===== src/design/keyed_cache_oldest_eviction_assert.svh =====
// ----------------------------------------------------------------------------
// Assertion macros for the keyed cache
// Clocked on clk_i, disabled while rst_ni is low.
// ----------------------------------------------------------------------------
`ifndef KEYED_CACHE_OLDEST_EVICTION_ASSERT_SVH
`define KEYED_CACHE_OLDEST_EVICTION_ASSERT_SVH

// same-cycle implication
`define KCOE_ASSERT_NOW(lbl, ante, cons, msg) \
  lbl: assert property (@(posedge clk_i) disable iff (!rst_ni) (ante) |-> (cons)) \
    else $error(msg);

// next-cycle implication
`define KCOE_ASSERT_NEXT(lbl, ante, cons, msg) \
  lbl: assert property (@(posedge clk_i) disable iff (!rst_ni) (ante) |=> (cons)) \
    else $error(msg);

`endif


===== src/design/kcoe_pkg.sv =====
// ----------------------------------------------------------------------------
// kcoe_pkg
// Types and constants shared by the keyed cache modules.
// ----------------------------------------------------------------------------
`timescale 1ns / 1ps
`default_nettype none

package kcoe_pkg;

  localparam int CFG_W   = 5;
  localparam int SLOT_W  = 4;
  localparam int KEY_W   = 32;
  localparam int HANDLE_W = 32;
  localparam int SIZE_W  = 24;
  localparam int STAMP_W = 48;
  localparam int TOTAL_W = 32;

  localparam logic [CFG_W-1:0] CFG_RESET = 5'd16;

  localparam logic [1:0] MODE_LOOKUP = 2'd0;
  localparam logic [1:0] MODE_ADD    = 2'd1;
  localparam logic [1:0] MODE_CLEAR  = 2'd2;

  typedef struct packed {
    logic [1:0]          mode;
    logic [KEY_W-1:0]    key;
    logic [HANDLE_W-1:0] handle_in;
    logic [SIZE_W-1:0]   entry_bytes;
    logic [STAMP_W-1:0]  now_ms;
  } in_item_t;

  typedef struct packed {
    logic                hit;
    logic [HANDLE_W-1:0] handle_out;
    logic                evicted;
    logic [HANDLE_W-1:0] evicted_handle;
    logic [SLOT_W-1:0]   slot;
    logic [TOTAL_W-1:0]  memory_used;
    logic [TOTAL_W-1:0]  hit_total;
    logic [TOTAL_W-1:0]  miss_total;
  } out_item_t;

  // one stored table entry
  typedef struct packed {
    logic [KEY_W-1:0]    key;
    logic [HANDLE_W-1:0] handle;
    logic [SIZE_W-1:0]   size;
    logic [STAMP_W-1:0]  stamp;
  } entry_t;

  // outcome of one scan
  typedef struct packed {
    logic hit;         // key present
    logic vict_ok;     // a slot can take a new entry
    logic vict_evict;  // that slot holds a valid entry
  } scan_flags_t;

endpackage

`default_nettype wire


===== src/design/kcoe_ram.sv =====
// ----------------------------------------------------------------------------
// kcoe_ram
// Generic single-write, single-read RAM with registered read data.
// ----------------------------------------------------------------------------
`timescale 1ns / 1ps
`default_nettype none

module kcoe_ram #(
  parameter int WIDTH = 8,
  parameter int DEPTH = 16
) (
  input  wire logic                     clk_i,
  input  wire logic                     we_i,
  input  wire logic [$clog2(DEPTH)-1:0] waddr_i,
  input  wire logic [WIDTH-1:0]         wdata_i,
  input  wire logic                     re_i,
  input  wire logic [$clog2(DEPTH)-1:0] raddr_i,
  output      logic [WIDTH-1:0]         rdata_o
);

  logic [WIDTH-1:0] mem_q [DEPTH];
  logic [WIDTH-1:0] rdata_q;

  always_ff @(posedge clk_i) begin
    if (we_i) begin
      mem_q[waddr_i] <= wdata_i;
    end
    if (re_i) begin
      rdata_q <= mem_q[raddr_i];
    end
  end

  assign rdata_o = rdata_q;

endmodule

`default_nettype wire


===== src/design/kcoe_scan.sv =====
// ----------------------------------------------------------------------------
// kcoe_scan
// Per-entry scan unit: tracks key match, first free slot and oldest entry.
// ----------------------------------------------------------------------------
`timescale 1ns / 1ps
`default_nettype none

module kcoe_scan #(
  parameter int ENTRIES = 16
) (
  input  wire logic                        clk_i,
  input  wire logic                        rst_ni,
  input  wire logic                        start_i,
  input  wire logic                        eval_en_i,
  input  wire logic [$clog2(ENTRIES)-1:0]  eval_idx_i,
  input  wire logic                        eval_valid_i,
  input  wire kcoe_pkg::entry_t            entry_i,
  input  wire logic [kcoe_pkg::KEY_W-1:0]  key_i,
  output      kcoe_pkg::scan_flags_t       flags_o,
  output      logic [$clog2(ENTRIES)-1:0]  hit_idx_o,
  output      kcoe_pkg::entry_t            hit_entry_o,
  output      logic [$clog2(ENTRIES)-1:0]  vict_idx_o,
  output      kcoe_pkg::entry_t            vict_entry_o
);

  import kcoe_pkg::*;

  localparam int AW = $clog2(ENTRIES);

  logic          found_q, inv_q, old_q;
  logic [AW-1:0] hit_idx_q, inv_idx_q, old_idx_q;
  entry_t        hit_entry_q, old_entry_q;

  always_ff @(posedge clk_i or negedge rst_ni) begin
    if (!rst_ni) begin
      found_q <= 1'b0;
      inv_q   <= 1'b0;
      old_q   <= 1'b0;
    end else if (start_i) begin
      found_q <= 1'b0;
      inv_q   <= 1'b0;
      old_q   <= 1'b0;
    end else if (eval_en_i) begin
      if (eval_valid_i && (entry_i.key == key_i) && !found_q) begin
        found_q <= 1'b1;
      end
      if (!eval_valid_i && !inv_q) begin
        inv_q <= 1'b1;
      end
      if (eval_valid_i && !inv_q && (!old_q || (entry_i.stamp < old_entry_q.stamp))) begin
        old_q <= 1'b1;
      end
    end
  end

  // payload side, no reset needed
  always_ff @(posedge clk_i) begin
    if (eval_en_i && !start_i) begin
      if (eval_valid_i && (entry_i.key == key_i) && !found_q) begin
        hit_idx_q   <= eval_idx_i;
        hit_entry_q <= entry_i;
      end
      if (!eval_valid_i && !inv_q) begin
        inv_idx_q <= eval_idx_i;
      end
      // strict compare keeps the lowest index on equal stamps
      if (eval_valid_i && !inv_q && (!old_q || (entry_i.stamp < old_entry_q.stamp))) begin
        old_idx_q   <= eval_idx_i;
        old_entry_q <= entry_i;
      end
    end
  end

  assign flags_o.hit        = found_q;
  assign flags_o.vict_ok    = inv_q | old_q;
  assign flags_o.vict_evict = !inv_q & old_q;
  assign hit_idx_o          = hit_idx_q;
  assign hit_entry_o        = hit_entry_q;
  assign vict_idx_o         = inv_q ? inv_idx_q : old_idx_q;
  assign vict_entry_o       = old_entry_q;

endmodule

`default_nettype wire


===== src/design/keyed_cache_oldest_eviction.sv =====
// ----------------------------------------------------------------------------
// keyed_cache_oldest_eviction
// Fully associative keyed table with oldest-stamp replacement.
//
// Input channel (in_valid_i / in_stall_o / in_data_i) carries one lookup,
// add or clear per transfer. Output channel (out_valid_o / out_stall_i /
// out_data_o) returns exactly one result per input transfer, in order.
// Config channel (cfg_valid_i / cfg_ready_o / cfg_data_i) writes the
// entries_in_use register; write it only while the block is idle.
//
// Entry data lives in one RAM read one entry per cycle. A lookup, or an add
// with a nonzero handle, with n = min(entries_in_use, ENTRIES) > 0 reads n
// entries in the scan state, then passes the drain and finish states; other
// items go from idle straight to finish. The next item is taken only once
// the block is back in idle after finishing the last one.
// Reset clears all valid bits, the byte total and both counters at once;
// items are taken from the first cycle after reset. A stalled result stays
// in the output register while the next item is already scanned; the block
// finishes that item only once the output register is free.
// ----------------------------------------------------------------------------
`timescale 1ns / 1ps
`default_nettype none

`include "keyed_cache_oldest_eviction_assert.svh"

module keyed_cache_oldest_eviction #(
  parameter int ENTRIES = 16
) (
  input  wire logic                        clk_i,
  input  wire logic                        rst_ni,
  input  wire logic                        in_valid_i,
  output      logic                        in_stall_o,
  input  wire kcoe_pkg::in_item_t          in_data_i,
  output      logic                        out_valid_o,
  input  wire logic                        out_stall_i,
  output      kcoe_pkg::out_item_t         out_data_o,
  input  wire logic                        cfg_valid_i,
  output      logic                        cfg_ready_o,
  input  wire logic [kcoe_pkg::CFG_W-1:0]  cfg_data_i
);

  import kcoe_pkg::*;

  localparam int AW = $clog2(ENTRIES);
  localparam int CW = $clog2(ENTRIES + 1);

  typedef enum logic [1:0] {
    ST_IDLE,
    ST_SCAN,
    ST_DRAIN,
    ST_FIN
  } state_e;

  state_e              state_q, state_d;
  in_item_t            op_q, op_d;
  logic [CW-1:0]       n_q, n_d;
  logic [CW-1:0]       issue_cnt_q, issue_cnt_d;
  logic                rd_vld_q;
  logic [AW-1:0]       eval_idx_q;
  logic [ENTRIES-1:0]  valid_q, valid_d;
  logic [TOTAL_W-1:0]  bytes_q, bytes_d;
  logic [TOTAL_W-1:0]  hits_q, hits_d;
  logic [TOTAL_W-1:0]  misses_q, misses_d;
  logic [CFG_W-1:0]    cfg_q;
  logic                out_valid_q, out_valid_d;
  out_item_t           out_q, out_d;

  logic                in_fire, fin_fire, do_scan;
  logic [CW-1:0]       n_active;
  logic                ram_we;
  logic [AW-1:0]       ram_waddr;
  entry_t              ram_wdata, ram_rdata;
  scan_flags_t         flags;
  logic [AW-1:0]       hit_idx, vict_idx;
  entry_t              hit_entry, vict_entry;

  assign in_stall_o  = (state_q != ST_IDLE);
  assign in_fire     = in_valid_i && !in_stall_o;
  assign cfg_ready_o = 1'b1;
  assign fin_fire    = (state_q == ST_FIN) && (!out_valid_q || !out_stall_i);

  always_comb begin
    if (32'(cfg_q) > ENTRIES) begin
      n_active = CW'(ENTRIES);
    end else begin
      n_active = CW'(cfg_q);
    end
  end

  assign do_scan = ((in_data_i.mode == MODE_LOOKUP) ||
                    ((in_data_i.mode == MODE_ADD) && (in_data_i.handle_in != '0))) &&
                   (n_active != '0);

  kcoe_ram #(
    .WIDTH ($bits(entry_t)),
    .DEPTH (ENTRIES)
  ) u_ram (
    .clk_i   (clk_i),
    .we_i    (ram_we),
    .waddr_i (ram_waddr),
    .wdata_i (ram_wdata),
    .re_i    (state_q == ST_SCAN),
    .raddr_i (issue_cnt_q[AW-1:0]),
    .rdata_o (ram_rdata)
  );

  kcoe_scan #(
    .ENTRIES (ENTRIES)
  ) u_scan (
    .clk_i        (clk_i),
    .rst_ni       (rst_ni),
    .start_i      (in_fire),
    .eval_en_i    (rd_vld_q),
    .eval_idx_i   (eval_idx_q),
    .eval_valid_i (valid_q[eval_idx_q]),
    .entry_i      (ram_rdata),
    .key_i        (op_q.key),
    .flags_o      (flags),
    .hit_idx_o    (hit_idx),
    .hit_entry_o  (hit_entry),
    .vict_idx_o   (vict_idx),
    .vict_entry_o (vict_entry)
  );

  always_comb begin
    state_d     = state_q;
    op_d        = op_q;
    n_d         = n_q;
    issue_cnt_d = issue_cnt_q;
    valid_d     = valid_q;
    bytes_d     = bytes_q;
    hits_d      = hits_q;
    misses_d    = misses_q;
    out_d       = out_q;
    out_valid_d = out_valid_q && out_stall_i;
    ram_we      = 1'b0;
    ram_waddr   = hit_idx;
    ram_wdata   = '0;

    case (state_q)
      ST_IDLE: begin
        if (in_fire) begin
          op_d        = in_data_i;
          n_d         = n_active;
          issue_cnt_d = '0;
          state_d     = do_scan ? ST_SCAN : ST_FIN;
        end
      end
      ST_SCAN: begin
        issue_cnt_d = issue_cnt_q + CW'(1);
        if (issue_cnt_q == n_q - CW'(1)) begin
          state_d = ST_DRAIN;
        end
      end
      ST_DRAIN: begin
        state_d = ST_FIN;
      end
      ST_FIN: begin
        if (fin_fire) begin
          out_d = '0;
          case (op_q.mode)
            MODE_LOOKUP: begin
              if (flags.hit) begin
                hits_d             = hits_q + TOTAL_W'(1);
                out_d.hit          = 1'b1;
                out_d.handle_out   = hit_entry.handle;
                out_d.slot         = SLOT_W'(hit_idx);
                // refresh the stamp, keep the rest of the entry
                ram_we             = 1'b1;
                ram_waddr          = hit_idx;
                ram_wdata          = hit_entry;
                ram_wdata.stamp    = op_q.now_ms;
              end else begin
                misses_d = misses_q + TOTAL_W'(1);
              end
            end
            MODE_ADD: begin
              if (op_q.handle_in != '0) begin
                if (flags.hit) begin
                  out_d.hit  = 1'b1;
                  out_d.slot = SLOT_W'(hit_idx);
                end else if (flags.vict_ok) begin
                  bytes_d = bytes_q + TOTAL_W'(op_q.entry_bytes);
                  if (flags.vict_evict) begin
                    out_d.evicted        = 1'b1;
                    out_d.evicted_handle = vict_entry.handle;
                    bytes_d = bytes_q + TOTAL_W'(op_q.entry_bytes)
                              - TOTAL_W'(vict_entry.size);
                  end
                  valid_d[vict_idx] = 1'b1;
                  ram_we            = 1'b1;
                  ram_waddr         = vict_idx;
                  ram_wdata.key     = op_q.key;
                  ram_wdata.handle  = op_q.handle_in;
                  ram_wdata.size    = op_q.entry_bytes;
                  ram_wdata.stamp   = op_q.now_ms;
                  out_d.slot        = SLOT_W'(vict_idx);
                end
              end
            end
            MODE_CLEAR: begin
              valid_d = '0;
              bytes_d = '0;
            end
            default: begin
            end
          endcase
          out_d.memory_used = bytes_d;
          out_d.hit_total   = hits_d;
          out_d.miss_total  = misses_d;
          out_valid_d       = 1'b1;
          state_d           = ST_IDLE;
        end
      end
      default: begin
        state_d = ST_IDLE;
      end
    endcase
  end

  always_ff @(posedge clk_i or negedge rst_ni) begin
    if (!rst_ni) begin
      state_q     <= ST_IDLE;
      op_q        <= '0;
      n_q         <= '0;
      issue_cnt_q <= '0;
      rd_vld_q    <= 1'b0;
      eval_idx_q  <= '0;
      valid_q     <= '0;
      bytes_q     <= '0;
      hits_q      <= '0;
      misses_q    <= '0;
      cfg_q       <= CFG_RESET;
      out_valid_q <= 1'b0;
      out_q       <= '0;
    end else begin
      state_q     <= state_d;
      op_q        <= op_d;
      n_q         <= n_d;
      issue_cnt_q <= issue_cnt_d;
      rd_vld_q    <= (state_q == ST_SCAN);
      eval_idx_q  <= issue_cnt_q[AW-1:0];
      valid_q     <= valid_d;
      bytes_q     <= bytes_d;
      hits_q      <= hits_d;
      misses_q    <= misses_d;
      out_valid_q <= out_valid_d;
      out_q       <= out_d;
      if (cfg_valid_i && cfg_ready_o) begin
        cfg_q <= cfg_data_i;
      end
    end
  end

  assign out_valid_o = out_valid_q;
  assign out_data_o  = out_q;

  `KCOE_ASSERT_NEXT(a_busy_after_transfer, in_fire, in_stall_o,
                    "block took a transfer but did not go busy")
  `KCOE_ASSERT_NOW(a_scan_in_range, state_q == ST_SCAN, issue_cnt_q < n_q,
                   "scan address ran past the entries in use")
  `KCOE_ASSERT_NEXT(a_clear_empties, fin_fire && (op_q.mode == MODE_CLEAR),
                    (valid_q == '0) && (bytes_q == '0),
                    "clear left valid entries or bytes behind")
  `KCOE_ASSERT_NOW(a_hit_no_evict, out_valid_o,
                   !(out_data_o.hit && out_data_o.evicted),
                   "result reports both a hit and an eviction")

endmodule

`default_nettype wire

===== config.mk =====
export PLATFORM = sky130hd
export DESIGN_NAME = keyed_cache_oldest_eviction
export DESIGN_NICKNAME = d
export VERILOG_FILES = /design/src/design/kcoe_pkg.sv /design/src/design/kcoe_ram.sv /design/src/design/kcoe_scan.sv /design/src/design/keyed_cache_oldest_eviction.sv
export VERILOG_INCLUDE_DIRS = /design/src /design/src/design
export SDC_FILE = /design/constraint.sdc
export NUM_CORES = 2
export LEC_CHECK = 0
export ABC_AREA = 0
export BUFFER_PORTS_ARGS = -buffer_cell sky130_fd_sc_hd__buf_2
export CAP_MARGIN = 20
export CORE_AREA = 2 2 411 413
export CTS_CLUSTER_DIAMETER = 150
export DETAILED_ROUTE_END_ITERATION = 6
export DIE_AREA = 0 0 413 415
export GPL_TIMING_DRIVEN = 0
export PLACE_DENSITY = 0.81
export SLEW_MARGIN = 30
export SYNTH_ARGS = -nofsm -noshare
export SYNTH_HDL_FRONTEND = slang
export SYNTH_SLANG_ARGS = --single-unit
export TNS_END_PERCENT = 20

===== constraint.sdc =====
create_clock -name clk_i -period 12.05 [get_ports clk_i]
set_input_delay 2.41 -clock clk_i [delete_from_list [all_inputs] [get_ports clk_i]]
set_output_delay 2.41 -clock clk_i [all_outputs]
set_load 0.02 [all_outputs]

======== Word-level counts from Yosys, hierarchy flattened ========
Memories as Yosys holds them, arrays and structs flattened. A register that Yosys moved wholly into a read port is not among the register bits.
Cells that the tools add are included.
operators by class
  equal/unequal tests ..................... 14
  bitwise operators ....................... 4
  $add $sub $neg .......................... 6
  reduce and logical (&&, ||, !) cells .... 49
  order comparisons ....................... 5
  mux-type cells .......................... 71
operator list
  operator                                                     count
  2-to-1 mux 136 bit                                           6
  2-to-1 mux 32 bit                                            9
  case mux 136 bit (2 select lines)                            1
  2-to-1 mux 33 bit                                            4
  2-to-1 mux 37 bit                                            2
  adder 32 x 1 -> 32 bit (second input constant)               2
  case mux 32 bit (2 select lines)                             1
  nonzero test 32 bit                                          2
  less-than comparator 48 bit                                  1
  2-to-1 mux 16 bit                                            3
  2-to-1 mux 4 bit                                             9
  adder 32 x 24 -> 32 bit                                      1
  == test 32 bit                                               1
  case mux 16 bit (2 select lines)                             1
  subtractor 32 x 24 -> 32 bit                                 1
  2-to-1 mux 1 bit                                             22
  AND reduction 2 bit                                          9
  OR 16 bit                                                    1
  nonzero test 2 bit                                           7
  logical AND 1 bit                                            12
  less-than comparator 4 x 5 -> 1 bit (second input constant)  2
  2-to-1 mux 5 bit                                             2
  != test 2 bit (second input constant)                        5
  case mux 5 bit (2 select lines)                              1
  other kinds (24)                                             44
storage, ports and cells
  logic and storage cells ................. 183
  output and inout bits ................... 169
  register bits ........................... 550
  memory bits (writable) .................. 2176
  memories ................................ 1
memory list
  memory       words  bits a word  read ports  clocked after Yosys merged registers in  write ports  RTL line        source
  u_ram.mem_q  16     136          1           1                                        1            kcoe_ram.sv:21  logic [WIDTH-1:0] mem_q [DEPTH];

======== Logic depth before layout (Yosys ltp) ========
  depth after elaboration ................. 10
  gate-level depth with buffers ........... 22
  mapped depth without buffers ............ 22

======== Modules after synthesis ========
From an unflattened synthesis, not the netlist that was laid out.
second synthesis, totals
  cells, all modules ...................... 6147
  area total of the unflattened synthesis .. 114349.7 um2
modules (own cells, without submodules)
  module                       seq. area each (um2)  area each (um2)  cells an instance  instances
  kcoe_ram                     69426.6               85708.5          3548               1
  keyed_cache_oldest_eviction  8584.5                18257.5          2082               1
  kcoe_scan                    8603.3                10383.7          517                1

======== Least setup slack after synthesis ========
OpenSTA, ideal clock, no wires.
  path type ............................... input to register
  start ................................... input port out_stall_i
  end ..................................... memory u_ram.mem_q[10][0] in the netlist's numbering (enable)
  data required time ...................... 11.416 ns
  path slack .............................. 2.049 ns
  stages on the path ...................... 6
  arrival ................................. 9.367 ns
  library setup time ...................... 0.634 ns
  cells stage by stage .................... a21bo_2 clkbuf_1 or4_1 clkbuf_1 o32a_1 nor2_1
on the way
  longest elaborated chain between the ends .. 7
  elaborated cells on any way between the ends .. 9
  those cells by class .................... 6 x mux; 3 x reduce/logical
RTL lines
  element                                 RTL line                            source
  start, declared                         keyed_cache_oldest_eviction.sv:35   input wire logic out_stall_i,
  logical NOT 1 bit (*)                   keyed_cache_oldest_eviction.sv:80   assign fin_fire = (state_q == ST_FIN) && (!out_valid_q || !out_stall_i);
  logical OR 1 bit (*)                    keyed_cache_oldest_eviction.sv:80
  logical AND 1 bit (*)                   keyed_cache_oldest_eviction.sv:80
  2-to-1 mux 1 bit                        keyed_cache_oldest_eviction.sv:159  if (fin_fire) begin
  2-to-1 mux 1 bit                        keyed_cache_oldest_eviction.sv:140  case (state_q)
  2-to-1 mux 1 bit                        kcoe_ram.sv:25                      if (we_i) begin
  2-to-1 mux 1 bit (not written as such)  kcoe_ram.sv:26                      mem_q[waddr_i] <= wdata_i;
  end, declared                           kcoe_ram.sv:21
Mark *: on every way between the ends. The rest lies on a longest branch, timed or not.

======== Final worst setup path ========
  start ................................... register op_q[72] in the netlist's numbering
  end ..................................... memory u_ram.mem_q[0][42] in the netlist's numbering (enable)
on the way
  longest elaborated chain between the ends .. 7
  elaborated cells on any way between the ends .. 11
  those cells by class .................... 10 x mux; 1 x reduce/logical
RTL lines
  element                                 RTL line                            source
  start, declared                         keyed_cache_oldest_eviction.sv:55   in_item_t op_q, op_d;
  start signal, assigned                  keyed_cache_oldest_eviction.sv:238  op_q <= op_d;
  nonzero test 32 bit (*)                 keyed_cache_oldest_eviction.sv:178  if (op_q.handle_in != '0) begin
  2-to-1 mux 1 bit                        keyed_cache_oldest_eviction.sv:178
  case mux 1 bit (2 select lines)         keyed_cache_oldest_eviction.sv:161  case (op_q.mode)
  2-to-1 mux 1 bit                        keyed_cache_oldest_eviction.sv:159
  2-to-1 mux 1 bit                        keyed_cache_oldest_eviction.sv:140
  2-to-1 mux 1 bit                        kcoe_ram.sv:25
  2-to-1 mux 1 bit (not written as such)  kcoe_ram.sv:26
Marks and branches as above.

==> metrics.md <==
| Metric | Value |
|---|---|
| Final Skew | `0.0755 ns` |
| Setup crit start | `op_q[72]$_DFFE_PN0P_` |
| Final Critical Period | `6.30 ns` |
| Pre-CTS setup slack | `4.96 ns` |
| Clock Latency Late Sink | `0.99 ns` |
| CTS root buffer | `clkbuf_16` |
| Top-count cell post-synth | `edfxtp_1` |
| Critical path capture point type | `register` |
| Initial antenna violation count | `40` |
| Violated checks | `DRC` |
| Wirelength, routed | `373000 um` |
| Number of synthesized flops with an enable pin | `2516` |
| Worst setup endpoint | `u_ram.mem_q[0][42]$_DFFE_PP_` |
| Final setup TNS | `0 ns` |
| Die H | `415 um` |
| Detailed placement HPWL | `213000 um` |
| CTS tree | `yes` |
| Top cells by area, synth | `edfxtp_1 68%, mux4_2 14%, dfrtp_1 7.8%` |
| Pre-antenna DRT Iters | `7` |
| CP Launch Type | `register` |
| # IOs | `317` |
| Antenna-violating nets left | `0` |
| IR Drop Worst-Case VDD | `185 uV` |
| Total number of vias | `67000` |
| Layout cells sized above 1 | `30.6%` |
| Placer congestion estimate | `0.896` |
| Vias per inst | `7.87` |
| Worst-Margin Slew | `1.19 ns` |
| Drt wl/cell | `43.9 um` |
| First DRT Iteration DRCs | `13100` |
| # rows | `150` |
| Static leakage | `0.0410 uW` |
| Starting Density | `66.7%` |
| Fin nets | `6325` |
| Chip width | `413 um` |
| Reg2reg path depth | `15` |
| Max Clock Freq | `159 MHz` |
| Reg-to-reg endpoint | `u_ram.mem_q[0][42]$_DFFE_PP_` |
| CTS Sinks | `2862` |
| Hold buffer count at cts | `0` |
| Seq/Total Area, Yosys | `75.7%` |
| Asr flop ratio synth | `12.1%` |
| Synth top area share | `67.9%` |
| Post-CTS sizing | `0` |
| Reg2reg start | `op_q[72]$_DFFE_PN0P_` |
| Commonest cells in the netlist | `2516 x edfxtp_1, 685 x mux4_2, 345 x dfrtp_1, 157 x clkbuf_1, 151 x a22o_1` |
| Syn Nets | `5512` |
| R2r setup slk | `5.75 ns` |
| Synthesized flop and latch total | `2862` |
| Number of global-route vias before repair | `66300` |
| RSZ-0062 raised after global routing | `no` |
| CP arrival | `6.97 ns` |
| Power Dens Cells | `226 nW/um^2` |
| Pins over their slew limit | `0` |
| Synth warnings | `0` |
| Worst Hold Class | `register to register` |
| Congestion Overflow GR | `0` |
| CTS Buf Count | `290` |
| Die area | `171000 sq um` |
| Setup WS post-layout | `5.75 ns` |
| H-Tree Level Count | `5` |
| CTS Buffer Depth | `4` |
| Post-synth top flop | `edfxtp_1` |
| Setup Fix Bufs, Post-CTS | `0` |
| Area leader, netlist | `edfxtp_1` |
| Drt drc | `80` |
| Port buffer count | `314` |
| Req. time, crit path | `12.72 ns` |
| GRT Overall Usage | `44.1%` |
| Period Utilization, post-route | `52.2%` |
| First-pass GRT wire length | `517000 um` |
| Critical Path Fanout Max | `15` |
| Final Hold Fails | `0` |
| Worst hold slack | `0.429 ns` |
| Critical setup path kind | `register to register` |
| Relative slew margins | `19.7%` |
| Setup Viol. Count Final | `0` |
| Max-cap viol count | `0` |
| Status | `finished, violations left` |
| Largest net degree at the start of global routing | `87` |
| Core area | `167000 sq um` |
| Mapped Area | `111000 sq um` |
| P&R area growth vs syn | `17.3%` |
| Average size of a mapped cell | `21.2 sq um` |
| Clock transition at path regs | `0.06 ns` |
| Synth cell types | `81` |
| Synth Instances | `5257` |
-- placed cells by master (no fill, tap or decap), types with 11 or more instances in the layout --
cell type	instances
clkbuf_2	63
buf_1	17
nand4_1	37
ha_1	104
o21ai_0	67
nor2b_1	12
buf_12	11
o211ai_1	11
nand2_1	92
xnor2_1	103
clkinv_1	40
buf_8	14
edfxtp_1	2516
nand3_1	52
diode_2	24
xor2_1	49
mux2_2	146
nand2b_1	24
clkbuf_8	20
bufinv_16	25
nor2_4	16
buf_16	176
and3_1	17
a31oi_1	11
inv_1	103
clkinv_2	37
clkbuf_1	165
a22o_1	151
and2_1	54
dfrtp_1	345
buf_2	376
a21o_1	41
mux4_2	685
nor2_1	85
clkbuf_16	299
a21oi_1	111
nor4_1	17
nor3_1	18
-- worst min path at each step --
stage	slack [ns]	start	to	depth (start not counted)
after floorplan	0.35	issue_cnt_q[2]$_DFFE_PN0P_	eval_idx_q[2]$_DFF_PN0_	0
after global placement	0.36	issue_cnt_q[3]$_DFFE_PN0P_	eval_idx_q[3]$_DFF_PN0_	0
after detailed placement	0.37	issue_cnt_q[3]$_DFFE_PN0P_	eval_idx_q[3]$_DFF_PN0_	0
after CTS	0.42	issue_cnt_q[3]$_DFFE_PN0P_	eval_idx_q[3]$_DFF_PN0_	0
after global routing	0.42	issue_cnt_q[3]$_DFFE_PN0P_	eval_idx_q[3]$_DFF_PN0_	0
final	0.43	issue_cnt_q[3]$_DFFE_PN0P_	eval_idx_q[3]$_DFF_PN0_	0
-- flip-flops by register name, summed over array words and instances (netlist names), 2 cells and up --
register / cells
u_scan.vict_entry_o: 104
u_scan.hit_entry_o: 88
u_ram.rdata_o: 136
issue_cnt_q: 5
eval_idx_q: 4
cfg_q: 5
state_q: 2
out_data_o: 166
u_scan.inv_idx_q: 4
u_scan.hit_idx_o: 4
valid_q: 16
u_ram.mem_q: 2176
n_q: 5
u_scan.old_idx_q: 4
op_q: 138
-- routing by layer --
layer | wire, um | track usage, % | vias up
li1 | - | - | 23300
met1 | 112000 | 55.0 | 33100
met2 | 171000 | 66.0 | 8281
met3 | 55800 | 14.4 | 2192
met4 | 34500 | 31.1 | 20
met5 | 289 | 0.565 | -
-- worst max-delay path, cell delays in order (launching register included) --
cell      delay (ns)
dfrtp_1         0.41
nor4_1          0.76
nand4_1         0.39
nor2_1          0.72
nor4b_1         0.19
o211a_1         0.16
clkbuf_2        0.37
clkbuf_2        0.61
a21oi_1         0.94
nor2_4          0.25
buf_16          0.26
buf_16          0.18
buf_8           0.17
buf_8           0.17
buf_16          0.18
buf_16          0.18
-- where the power goes --
group / switching, uW / total (uW) / internal (uW)
sequential: 725 / 12500 / 11700
clock: 3920 / 9120 / 5200
combinational: 4940 / 7850 / 2920
-- stage by stage --
stage | total power [uW] | util, % | instance area (sq um) | cells
after floorplan | 16900 | - | 111000 | 5257
after global placement | 19200 | 69.3 | 116000 | 7775
after detailed placement | 19600 | 72.7 | 121000 | 7980
after CTS | 29000 | 78.2 | 130000 | 8479
after global routing | 29900 | 78.3 | 130000 | 8483
final | 29400 | 78.3 | 130000 | 8505
-- cells by family (layout without fill, tap and decap cells) --
group                    after synthesis  after routing  synth area share [%]
multiplexers                         838            838                  15.4
flip-flops                          2862           2862                  75.7
adder cells (fa/ha/maj)              107            107                  1.22
AND/OR/NAND/NOR                      470            470                  2.22
XOR/XNOR                             152            152                  1.20
AO/OA/AOI/OAI                        479            479                  3.05
buffers and inverters                348           1368                  1.19
other                                  1             25               0.00337
-- area by class of cell --
type / instances / area [sq um]
Sequential cell: 2862 / 84200
Fill cell: 7379 / 36200
Multi-Input combinational cell: 2047 / 25900
Clock buffer: 384 / 8000
Timing Repair Buffer: 521 / 6910
Tap cell: 2204 / 2760
Clock inverter: 115 / 1190
Buffer: 244 / 1080
Inverter: 104 / 390
Antenna cell: 24 / 60.1
Power figures use the tool's default switching activity.
